$ cat config.mk
export PLATFORM = sky130hd
export DESIGN_NAME = gregorian_date_difference
export DESIGN_NICKNAME = d
export VERILOG_FILES = /design/src/rtl/gdd_pkg.sv /design/src/rtl/gdd_front.sv /design/src/rtl/gdd_queue.sv /design/src/rtl/gdd_back.sv /design/src/rtl/gregorian_date_difference.sv
export SDC_FILE = /design/constraint.sdc
export NUM_CORES = 1
export LEC_CHECK = 0
export ABC_AREA = 1
export BUFFER_PORTS_ARGS = -buffer_cell sky130_fd_sc_hd__buf_2
export CAP_MARGIN = 20
export CORE_MARGIN = 5
export CORE_UTILIZATION = 60
export DETAILED_ROUTE_END_ITERATION = 10
export GPL_ROUTABILITY_DRIVEN = 0
export GPL_TIMING_DRIVEN = 0
export MAX_ROUTING_LAYER = met4
export PLACE_DENSITY = 0.89
export SLEW_MARGIN = 0
export SYNTH_ARGS = -nofsm -noshare
export SYNTH_HDL_FRONTEND = slang
export SYNTH_SLANG_ARGS = --single-unit
$ cat constraint.sdc
create_clock -name clk -period 18.6 [get_ports clk]
set_input_delay 0 -clock clk [delete_from_list [all_inputs] [get_ports clk]]
set_output_delay 0 -clock clk [all_outputs]
set_load 0.05 [all_outputs]
$ cat src/rtl/gdd_pkg.sv
// Shared constants and the month table for the Gregorian date difference block.
package gdd_pkg;

	localparam int DEF_MAX_YEAR = 9999;
	localparam int YEAR_IN_W    = 14;
	localparam int MONTH_W      = 4;
	localparam int DAY_W        = 5;
	localparam int COUNT_W      = 22;
	localparam int COUNT_MAX    = 4194303;
	localparam int QUEUE_DEPTH  = 2;
	localparam int DAYS_PER_YEAR = 365;
	localparam int CENTURY      = 100;
	localparam int DBM_W        = 9;

	// Reciprocal of one hundred, exact for every year below 2**15.
	localparam int DIV100_MUL   = 5243;
	localparam int DIV100_MUL_W = 13;
	localparam int DIV100_SHIFT = 19;

	localparam logic [MONTH_W-1:0] MONTH_JAN = MONTH_W'(1);
	localparam logic [MONTH_W-1:0] MONTH_FEB = MONTH_W'(2);
	localparam logic [MONTH_W-1:0] MONTH_DEC = MONTH_W'(12);

	function automatic logic [DBM_W-1:0] days_before_month(input logic [MONTH_W-1:0] m);
		logic [DBM_W-1:0] r;
		unique case (m)
			4'd1:    r = DBM_W'(0);
			4'd2:    r = DBM_W'(31);
			4'd3:    r = DBM_W'(59);
			4'd4:    r = DBM_W'(90);
			4'd5:    r = DBM_W'(120);
			4'd6:    r = DBM_W'(151);
			4'd7:    r = DBM_W'(181);
			4'd8:    r = DBM_W'(212);
			4'd9:    r = DBM_W'(243);
			4'd10:   r = DBM_W'(273);
			4'd11:   r = DBM_W'(304);
			4'd12:   r = DBM_W'(334);
			default: r = DBM_W'(0);
		endcase
		return r;
	endfunction

endpackage

$ cat src/rtl/gdd_front.sv
// Front end: takes an input word and clamps its year and month fields before queueing.
module gdd_front import gdd_pkg::*; #(
	parameter int MAX_YEAR = DEF_MAX_YEAR,
	localparam int YW = $clog2(MAX_YEAR + 1),
	localparam int IW = 2 * (YW + MONTH_W + DAY_W) + 1
) (
	input  logic                 in_valid,
	output logic                 in_ready,
	input  logic [YEAR_IN_W-1:0] first_year,
	input  logic [MONTH_W-1:0]   first_month,
	input  logic [DAY_W-1:0]     first_day,
	input  logic [YEAR_IN_W-1:0] second_year,
	input  logic [MONTH_W-1:0]   second_month,
	input  logic [DAY_W-1:0]     second_day,
	input  logic                 include_last_day,
	output logic                 push_valid,
	input  logic                 push_ready,
	output logic [IW-1:0]        push_data
);

	function automatic logic [YW-1:0] clamp_year(input logic [YEAR_IN_W-1:0] y);
		return (32'(y) > 32'(MAX_YEAR)) ? YW'(MAX_YEAR) : YW'(y);
	endfunction

	function automatic logic [MONTH_W-1:0] clamp_month(input logic [MONTH_W-1:0] m);
		logic [MONTH_W-1:0] r;
		priority if (m < MONTH_JAN) begin
			r = MONTH_JAN;
		end else if (m > MONTH_DEC) begin
			r = MONTH_DEC;
		end else begin
			r = m;
		end
		return r;
	endfunction

	assign push_valid = in_valid;
	assign in_ready   = push_ready;
	assign push_data  = {clamp_year(first_year), clamp_month(first_month), first_day,
		clamp_year(second_year), clamp_month(second_month), second_day, include_last_day};

endmodule

$ cat src/rtl/gdd_queue.sv
// Two-word queue that decouples the front end from the day-count engine.
module gdd_queue import gdd_pkg::*; #(
	parameter int W = 8
) (
	input  logic         clk,
	input  logic         arst_n,
	input  logic         push_valid,
	output logic         push_ready,
	input  logic [W-1:0] push_data,
	output logic         pop_valid,
	input  logic         pop_ready,
	output logic [W-1:0] pop_data
);

	localparam int PW = (QUEUE_DEPTH > 1) ? $clog2(QUEUE_DEPTH) : 1;
	localparam int CW = $clog2(QUEUE_DEPTH + 1);

	logic [W-1:0]  mem [QUEUE_DEPTH];
	logic [PW-1:0] wr_ptr_q;
	logic [PW-1:0] rd_ptr_q;
	logic [CW-1:0] count_q;
	logic          push;
	logic          pop;

	assign push_ready = (count_q != CW'(QUEUE_DEPTH));
	assign pop_valid  = (count_q != CW'(0));
	assign push       = push_valid && push_ready;
	assign pop        = pop_valid && pop_ready;
	assign pop_data   = mem[rd_ptr_q];

	always_ff @(posedge clk) begin
		if (push) begin
			mem[wr_ptr_q] <= push_data;
		end
	end

	always_ff @(posedge clk or negedge arst_n) begin
		if (!arst_n) begin
			wr_ptr_q <= '0;
			rd_ptr_q <= '0;
			count_q  <= '0;
		end else begin
			if (push) begin
				wr_ptr_q <= (32'(wr_ptr_q) == QUEUE_DEPTH - 1) ? '0 : wr_ptr_q + PW'(1);
			end
			if (pop) begin
				rd_ptr_q <= (32'(rd_ptr_q) == QUEUE_DEPTH - 1) ? '0 : rd_ptr_q + PW'(1);
			end
			if (push && !pop) begin
				count_q <= count_q + CW'(1);
			end else if (pop && !push) begin
				count_q <= count_q - CW'(1);
			end
		end
	end

endmodule

$ cat src/rtl/gdd_back.sv
// Back end: turns both dates into day ordinals, dividing each year by one hundred by reciprocal.
module gdd_back import gdd_pkg::*; #(
	parameter int MAX_YEAR = DEF_MAX_YEAR,
	localparam int YW = $clog2(MAX_YEAR + 1),
	localparam int IW = 2 * (YW + MONTH_W + DAY_W) + 1
) (
	input  logic               clk,
	input  logic               arst_n,
	input  logic               pop_valid,
	output logic               pop_ready,
	input  logic [IW-1:0]      pop_data,
	output logic               out_valid,
	input  logic               out_ready,
	output logic [COUNT_W-1:0] day_count
);

	localparam int OW   = $clog2(366 * (MAX_YEAR + 1) + 400);
	localparam int RW   = $clog2(CENTURY);
	localparam int PW   = YW + DIV100_MUL_W;

	typedef enum logic [5:0] {
		ST_IDLE = 6'b000001,
		ST_DIV  = 6'b000010,
		ST_REM  = 6'b000100,
		ST_MUL  = 6'b001000,
		ST_ADD  = 6'b010000,
		ST_OUT  = 6'b100000
	} back_state_t;

	back_state_t        state_q;
	logic [IW-1:0]      item_q;
	logic               sel_q;
	logic [YW-1:0]      quo_q;
	logic [RW-1:0]      rem_q;
	logic [OW-1:0]      prod_q;
	logic [OW-1:0]      part_q;
	logic [OW-1:0]      ord_a_q;
	logic               out_valid_q;
	logic [COUNT_W-1:0] day_count_q;

	logic [YW-1:0]      a_y, b_y, y;
	logic [MONTH_W-1:0] a_m, b_m, m;
	logic [DAY_W-1:0]   a_d, b_d, d;
	logic               flag;
	logic [PW-1:0]      recip;
	logic [YW-1:0]      hundreds;
	logic [OW-1:0]      ceil100;
	logic [OW-1:0]      ceil400;
	logic [OW-1:0]      quarter;
	logic               leap;
	logic [OW-1:0]      ord;
	logic [OW-1:0]      diff;
	logic [OW:0]        total;

	assign {a_y, a_m, a_d, b_y, b_m, b_d, flag} = item_q;
	assign y = sel_q ? b_y : a_y;
	assign m = sel_q ? b_m : a_m;
	assign d = sel_q ? b_d : a_d;

	assign recip    = PW'(y) * PW'(DIV100_MUL);
	assign hundreds = quo_q * YW'(CENTURY);

	assign ceil100 = OW'(quo_q) + OW'(rem_q != '0);
	assign ceil400 = (ceil100 + OW'(3)) >> 2;
	assign quarter = (OW'(y) + OW'(3)) >> 2;
	assign leap    = (y[1:0] == 2'b00) && ((rem_q != '0) || (quo_q[1:0] == 2'b00));

	assign ord   = prod_q + part_q;
	assign diff  = (ord_a_q >= ord) ? ord_a_q - ord : ord - ord_a_q;
	assign total = (OW+1)'(diff) + (OW+1)'(flag);

	assign pop_ready = (state_q == ST_IDLE);
	assign out_valid = out_valid_q;
	assign day_count = day_count_q;

	always_ff @(posedge clk) begin
		unique case (state_q)
			ST_IDLE: begin
				item_q <= pop_data;
			end
			ST_MUL: begin
				prod_q <= OW'(DAYS_PER_YEAR) * OW'(y);
				part_q <= quarter - ceil100 + ceil400 + OW'(days_before_month(m))
					+ OW'((m > MONTH_FEB) && leap) + OW'(d);
			end
			ST_ADD: begin
				if (!sel_q) begin
					ord_a_q <= ord;
				end
			end
			default: begin
			end
		endcase
	end

	always_ff @(posedge clk or negedge arst_n) begin
		if (!arst_n) begin
			state_q     <= ST_IDLE;
			sel_q       <= 1'b0;
			quo_q       <= '0;
			rem_q       <= '0;
			out_valid_q <= 1'b0;
			day_count_q <= '0;
		end else begin
			if ((state_q == ST_OUT) && (!out_valid_q || out_ready)) begin
				out_valid_q <= 1'b1;
			end else if (out_valid_q && out_ready) begin
				out_valid_q <= 1'b0;
			end
			unique case (state_q)
				ST_IDLE: begin
					if (pop_valid) begin
						sel_q   <= 1'b0;
						state_q <= ST_DIV;
					end
				end
				ST_DIV: begin
					quo_q   <= YW'(recip >> DIV100_SHIFT);
					state_q <= ST_REM;
				end
				ST_REM: begin
					rem_q   <= RW'(y - hundreds);
					state_q <= ST_MUL;
				end
				ST_MUL: begin
					state_q <= ST_ADD;
				end
				ST_ADD: begin
					if (!sel_q) begin
						sel_q   <= 1'b1;
						state_q <= ST_DIV;
					end else begin
						state_q <= ST_OUT;
					end
				end
				ST_OUT: begin
					if (!out_valid_q || out_ready) begin
						day_count_q <= (32'(total) > 32'(COUNT_MAX)) ?
							COUNT_W'(COUNT_MAX) : COUNT_W'(total);
						state_q     <= ST_IDLE;
					end
				end
				default: begin
					state_q <= ST_IDLE;
				end
			endcase
		end
	end

endmodule

$ cat src/rtl/gregorian_date_difference.sv
// Top level of the Gregorian date difference block.
// Each input word carries two dates and a flag; the block returns the absolute number of days
// between them, plus one when include_last_day is set, saturated to the width of day_count.
// Years above MAX_YEAR are clamped to it, month zero reads as January and months above twelve
// as December, and days are counted from the start of the month without checking. The day-count
// engine takes one word at a time: for each date in turn it divides the year by one hundred by
// reciprocal multiplication, forms the remainder, the year product and the final sum; after both
// dates it loads the result register and returns to idle, where the next word is taken. A two-word
// queue lets new words be taken while the engine is busy, and the result register lets the engine
// start on the next word while a result waits.
module gregorian_date_difference import gdd_pkg::*; #(
	parameter int MAX_YEAR = DEF_MAX_YEAR
) (
	input  logic                 clk,
	input  logic                 arst_n,
	input  logic                 in_valid,
	output logic                 in_ready,
	input  logic [YEAR_IN_W-1:0] first_year,
	input  logic [MONTH_W-1:0]   first_month,
	input  logic [DAY_W-1:0]     first_day,
	input  logic [YEAR_IN_W-1:0] second_year,
	input  logic [MONTH_W-1:0]   second_month,
	input  logic [DAY_W-1:0]     second_day,
	input  logic                 include_last_day,
	output logic                 out_valid,
	input  logic                 out_ready,
	output logic [COUNT_W-1:0]   day_count
);

	localparam int YW = $clog2(MAX_YEAR + 1);
	localparam int IW = 2 * (YW + MONTH_W + DAY_W) + 1;

	logic          push_valid;
	logic          push_ready;
	logic [IW-1:0] push_data;
	logic          pop_valid;
	logic          pop_ready;
	logic [IW-1:0] pop_data;

	gdd_front #(.MAX_YEAR(MAX_YEAR)) u_front (
		.in_valid         (in_valid),
		.in_ready         (in_ready),
		.first_year       (first_year),
		.first_month      (first_month),
		.first_day        (first_day),
		.second_year      (second_year),
		.second_month     (second_month),
		.second_day       (second_day),
		.include_last_day (include_last_day),
		.push_valid       (push_valid),
		.push_ready       (push_ready),
		.push_data        (push_data)
	);

	gdd_queue #(.W(IW)) u_queue (
		.clk        (clk),
		.arst_n     (arst_n),
		.push_valid (push_valid),
		.push_ready (push_ready),
		.push_data  (push_data),
		.pop_valid  (pop_valid),
		.pop_ready  (pop_ready),
		.pop_data   (pop_data)
	);

	gdd_back #(.MAX_YEAR(MAX_YEAR)) u_back (
		.clk       (clk),
		.arst_n    (arst_n),
		.pop_valid (pop_valid),
		.pop_ready (pop_ready),
		.pop_data  (pop_data),
		.out_valid (out_valid),
		.out_ready (out_ready),
		.day_count (day_count)
	);

endmodule

==> results.toml, run 1 <==
[outcome]
status = "completed"

[detailed_routing]
drt_iter0_drc = 1754
wl_per_cell_um = 19.9
via_per_inst = 5.89
drt-pass1-iter-count = 8
ant_nets = 0
wirelength_um = 59500
drc_errors = 0
num_vias = 17600

[setup_path]
path_max_fanout = 10
cp_data_arrival_time_ns = 8.60
crit_buf_inv = 9
crit_required_ns = 19.04
max_stage_delay_ns = 0.65
crit_path_end_kind = "flop"
startpoint_type = "flop"
cp_slowest_cell = "a21boi_0"
cp_common_cell = "inv_1"
critPathTopFamily = "adder cells"
crit_type = "flop to flop"

[floorplan]
num_rows = 68
die_h_um = 198
fp.dieArea_sq_mm = 0.0392
initial_utilization = 0.611
io_pins = 75
core_sq_mm = 0.0347
chipWidth_um = 198

[hold_path]
hp-class = "primary input to flop"

[sta]
slew_viol_final = 0
hold_viol = 0
fmax_mhz = 123
tightestPinTransition_ns = 1.05
min_period_ns = 8.16
setup_viol = 0
setup_tns_ns = 0
slew_headroom = 0.291
fin_skew_ns = 0.0400
rsz0062_at_grt = "no"
period_share = 0.439

[grt]
antenna_found_initial = 1
grt_max_degree = 50
grt_pass1_wl_um = 95300
first_global_vias = 18700
grt_usage = 0.315
grt_overflow = 0

[yosys]
ys_async_sr_fraction = 0.191
synth-edff-count = 207
yosys_register_bits = 256
synth_fp_nets = 2757
seq_area_frac_synth = 0.351
ys_warn_count = 0
synth_ff_type = "edfxtp_1"
synth_cells = 2322
synth_area_sq_mm = 0.0212
synth.avg_cell_area_sq_um = 9.14
synth_cell_types = 57

[clocking]
clkSinkCount = 256
ctsHoldBuffers = 56
root_buffer = "clkbuf_16"
ctsResizeCount = 0
cts_max_level = 1
clk_pin_slew_ns = 0.08
post-cts-setup-buffers = 0
cts_tree = "done"
clock_path_buffers = 3
insertion_delay_ns = 0.60
cts_buffers = 28

[layout]
drive_above_1_share = 0.0986
n_fill_cell = 2261
final_cell_mix = "nand2_1, inv_1, ha_1"
finish.net_count = 2938
layout.cells.most_common = "nand2_1"
area_growth_pct = 12.7

[placed_design]
numPortBuffers = 74
hpwl_um = 40700

[flow_run]
cap_violations = 0
-- kinds of logic (layout without fill, tap and decap cells) --
kind of cell / count (synthesis) / after routing / synth area share
AND/OR/NAND/NOR: 812 / 812 / 0.164
adder cells (fa/ha/maj): 384 / 384 / 0.273
flip-flops: 256 / 256 / 0.351
buffers and inverters: 468 / 671 / 0.0852
AO/OA/AOI/OAI: 272 / 272 / 0.0737
other: 1 / 2 / 0.000177
XOR/XNOR: 127 / 127 / 0.0524
multiplexers: 2 / 2 / 0.000943
-- cells in the mapped netlist (all sizes together), types with 8 or more instances --
| cell type | number | area [sq um] |
|---|---|---|
| edfxtp | 207 | 6220 |
| fa | 131 | 2620 |
| o21ai | 101 | 517 |
| buf | 16 | 110 |
| or2 | 35 | 219 |
| nand3 | 74 | 395 |
| xnor2 | 26 | 228 |
| a31oi | 11 | 68.8 |
| nand2 | 498 | 1930 |
| nor4 | 8 | 50.1 |
| dfrtp | 48 | 1200 |
| a21oi | 99 | 507 |
| inv | 426 | 1600 |
| a21o | 14 | 105 |
| nand4 | 14 | 87.6 |
| o21bai | 13 | 97.6 |
| ha | 253 | 3170 |
| nor3 | 11 | 66.3 |
| xor2 | 101 | 885 |
| clkbuf | 25 | 96.3 |
| nor2 | 168 | 707 |
-- state kept, by name, summed over array words and instances (netlist names) --
name	flops
u_queue.wr_ptr_q	1
u_queue.count_q	2
u_back.part_q	22
u_queue.rd_ptr_q	1
u_back.out_valid	1
u_queue.mem	94
u_back.prod_q	22
u_back.item_q	47
u_back.sel_q	1
u_back.quo_q	8
u_back.state_q	6
u_back.ord_a_q	22
u_back.day_count	22
u_back.rem_q	7
-- layout make-up --
cell class,instances,area (sq um),share of cell area
antenna,1,2.50,0.000105
buffer,41,206,0.00863
clock buffer,37,764,0.0320
clock inverter,15,194,0.00811
inverter,427,1600,0.0670
multi-input combinational,1598,12000,0.502
sequential,256,7440,0.311
tap,455,569,0.0238
timing repair buffer,151,1130,0.0474
-- through the flow --
step | setup slack, ns | utilization | cells | hold slack (ns) | area (sq um)
3_3_place_gp | 8.31 | 0.639 | 2851 | 0.189 | 22200
6_report | 10.44 | 0.689 | 2981 | 0.135 | 23900
3_5_place_dp | 10.63 | 0.644 | 2867 | 0.196 | 22300
2_1_floorplan | 11.04 | - | 2322 | -0.296 | 21200
5_1_grt | 10.25 | 0.689 | 2981 | 0.136 | 23900
4_1_cts | 10.48 | 0.687 | 2975 | 0.134 | 23900
-- metal layers --
metal	wire, um	global-route usage	vias up
met5	0	-	-
met4	5550	0.210	0
met3	5020	0.0641	449
met2	29300	0.545	1183
met1	19600	0.322	8124
li1	-	-	7806
-- final timing paths --
| kind | from | endpoint | slack, ns | cells after the start |
|---|---|---|---|---|
| min in group asynchronous | arst_n | u_back.day_count[16] | 0.38 | 3 |
| min reg2reg | u_back.day_count[9] | u_back.day_count[9] | 0.49 | 2 |
| max in group asynchronous | arst_n | u_back.state_q[0] | 17.68 | 4 |
| max reg2reg | u_back.sel_q | u_back.quo_q[7] | 10.44 | 26 |
| min | second_day[0] | u_queue.mem[0][1] | 0.13 | 2 |
| max | u_back.sel_q | u_back.quo_q[7] | 10.44 | 26 |
Power of run 1 is left out: the tool's default activity adds up to more than one toggle a clock period on the data nets, which glitch-free logic cannot reach.
==> run 2, diff against run 1 <==
clock period = 8 ns   (was 18.6 ns; I/O delays follow)
==> run 2 against run 1 <==
Against the previous run:
- first-iteration DRC count is 3.8% lower
- clock skew is 0.0095 ns higher
- core utilization hardly changed
- routed wire length is 0.15% lower
- die area stayed put
- design area hardly changed
- cell count hardly changed
- critical path type unchanged
- flip-flop and latch count stayed put
- maximum frequency is 6.4% higher
- non-clock buffer count is 2 lower
==> results.toml, run 2 (same netlist as run 1, synthesis figures left out) <==
[sta]
hold_viol = 0
tightestPinTransition_ns = 1.07
fin_skew_ns = 0.0495
fmax_mhz = 130
setup_viol = 0
period_share = 0.958
slew_headroom = 0.279
rsz0062_at_grt = "no"
min_period_ns = 7.67
slew_viol_final = 0
post-route-worst-setup-slack_ns = 0.332

[clocking]
cts_max_level = 1
cts_buffers = 28
root_buffer = "clkbuf_16"
clock_path_buffers = 3
clkSinkCount = 256
insertion_delay_ns = 0.61
cts_tree = "done"
clk_pin_slew_ns = 0.08

[floorplan]
die_h_um = 198
chipWidth_um = 198
fp.dieArea_sq_mm = 0.0392
initial_utilization = 0.611
core_sq_mm = 0.0347
num_rows = 68
io_pins = 75

[outcome]
status = "completed"

[layout]
n_fill_cell = 2256
finish.net_count = 2936
reg.largest.list = "u_queue.mem (94), u_back.item_q (47)"
layout.cells.most_common = "nand2_1"
largest_reg_flops = 94
final_cell_mix = "nand2_1, inv_1, ha_1"
drive_above_1_share = 0.0995
top_register = "u_queue.mem"
area_growth_pct = 12.7
final_cells = 2980

[detailed_routing]
drc_errors = 0
ant_nets = 0
wl_met1_um = 19700
wl_met2_um = 29600
drt-pass1-iter-count = 8
wirelength_um = 59400
route.met3.wl_um = 4980
top_layer = "met4"
wl_per_cell_um = 19.9
via_per_inst = 5.90
drt_iter0_drc = 1687
num_vias = 17600

[setup_path]
crit_required_ns = 8.43
crit_buf_inv = 9
crit_path_end_kind = "flop"
crit_type = "flop to flop"
cp_common_cell = "inv_1"
startpoint_type = "flop"
path_max_fanout = 10
cp_slowest_cell = "ha_1"
max_stage_delay_ns = 0.57
cp_data_arrival_time_ns = 8.10
critPathTopFamily = "adder cells"

[grt]
grt_pass1_wl_um = 95200
antenna_found_initial = 2
first_global_vias = 18700
grt_max_degree = 50
grt_usage = 0.315
grt_overflow = 0

[placed_design]
place_ws_ns = 0.0319
numPortBuffers = 74
hpwl_um = 40700
dpl.cell_count = 2867

[hold_path]
hp-class = "primary input to flop"

[flow_run]
cap_violations = 0
## run 2: cell count changes in the layout (fill, tap and decap cells not counted)
cell and delta:
o21ai_0 -1, clkbuf_4 -2, a21boi_0 -1, diode_2 +1
inv_1 -3, o21ai_2 +1, a21boi_1 +1, inv_2 +3
## run 2: layout make-up
class                      count  area, sq um  area share
inverter                     427         1600      0.0670
buffer                        41          206     0.00863
clock inverter                15          194     0.00811
antenna                        2         5.00    0.000209
clock buffer                  37          764      0.0320
timing repair buffer         149         1120      0.0468
sequential                   256         7440       0.311
tap                          455          569      0.0238
multi-input combinational   1598        12000       0.502
## run 2: worst paths after layout
| check | startpoint | to | slack (ns) | depth (start not counted) |
|---|---|---|---|---|
| hold / removal | second_day[0] | u_queue.mem[0][1] | 0.14 | 2 |
| min in group asynchronous | arst_n | u_back.day_count[16] | 0.38 | 3 |
| setup reg to reg | u_back.sel_q | u_back.quo_q[7] | 0.33 | 26 |
| max in group asynchronous | arst_n | u_back.state_q[0] | 7.08 | 4 |
| setup / recovery | u_back.sel_q | u_back.quo_q[7] | 0.33 | 26 |
| hold reg to reg | u_back.day_count[9] | u_back.day_count[9] | 0.49 | 2 |
## run 2: timing repair
action | 4_1_cts | 5_1_grt
gates cloned | 0 | 0
endpoints found under the setup margin | 4 | 11
gates resized for setup | 1 | 5
hold buffers | 56 | 1
hold endpoints to repair | 146 | 10
setup buffers | 0 | 0
## run 2: per-layer routing
metal,global-route usage,vias up
met5,-,-
met4,0.210,0
met3,0.0626,402
met2,0.545,1202
met1,0.323,8161
li1,-,7805
## run 2: stage by stage
step	hold WS [ns]	setup TNS, ns	instance area [sq um]	utilization
6_report	0.136	0	23900	0.689
5_1_grt	0.136	0	23900	0.689
2_1_floorplan	-0.296	0	21200	-
3_5_place_dp	0.196	0	22300	0.644
4_1_cts	0.134	0	23900	0.687
3_3_place_gp	0.189	-8.27	22200	0.639
Power of run 2 is left out for the same reason.
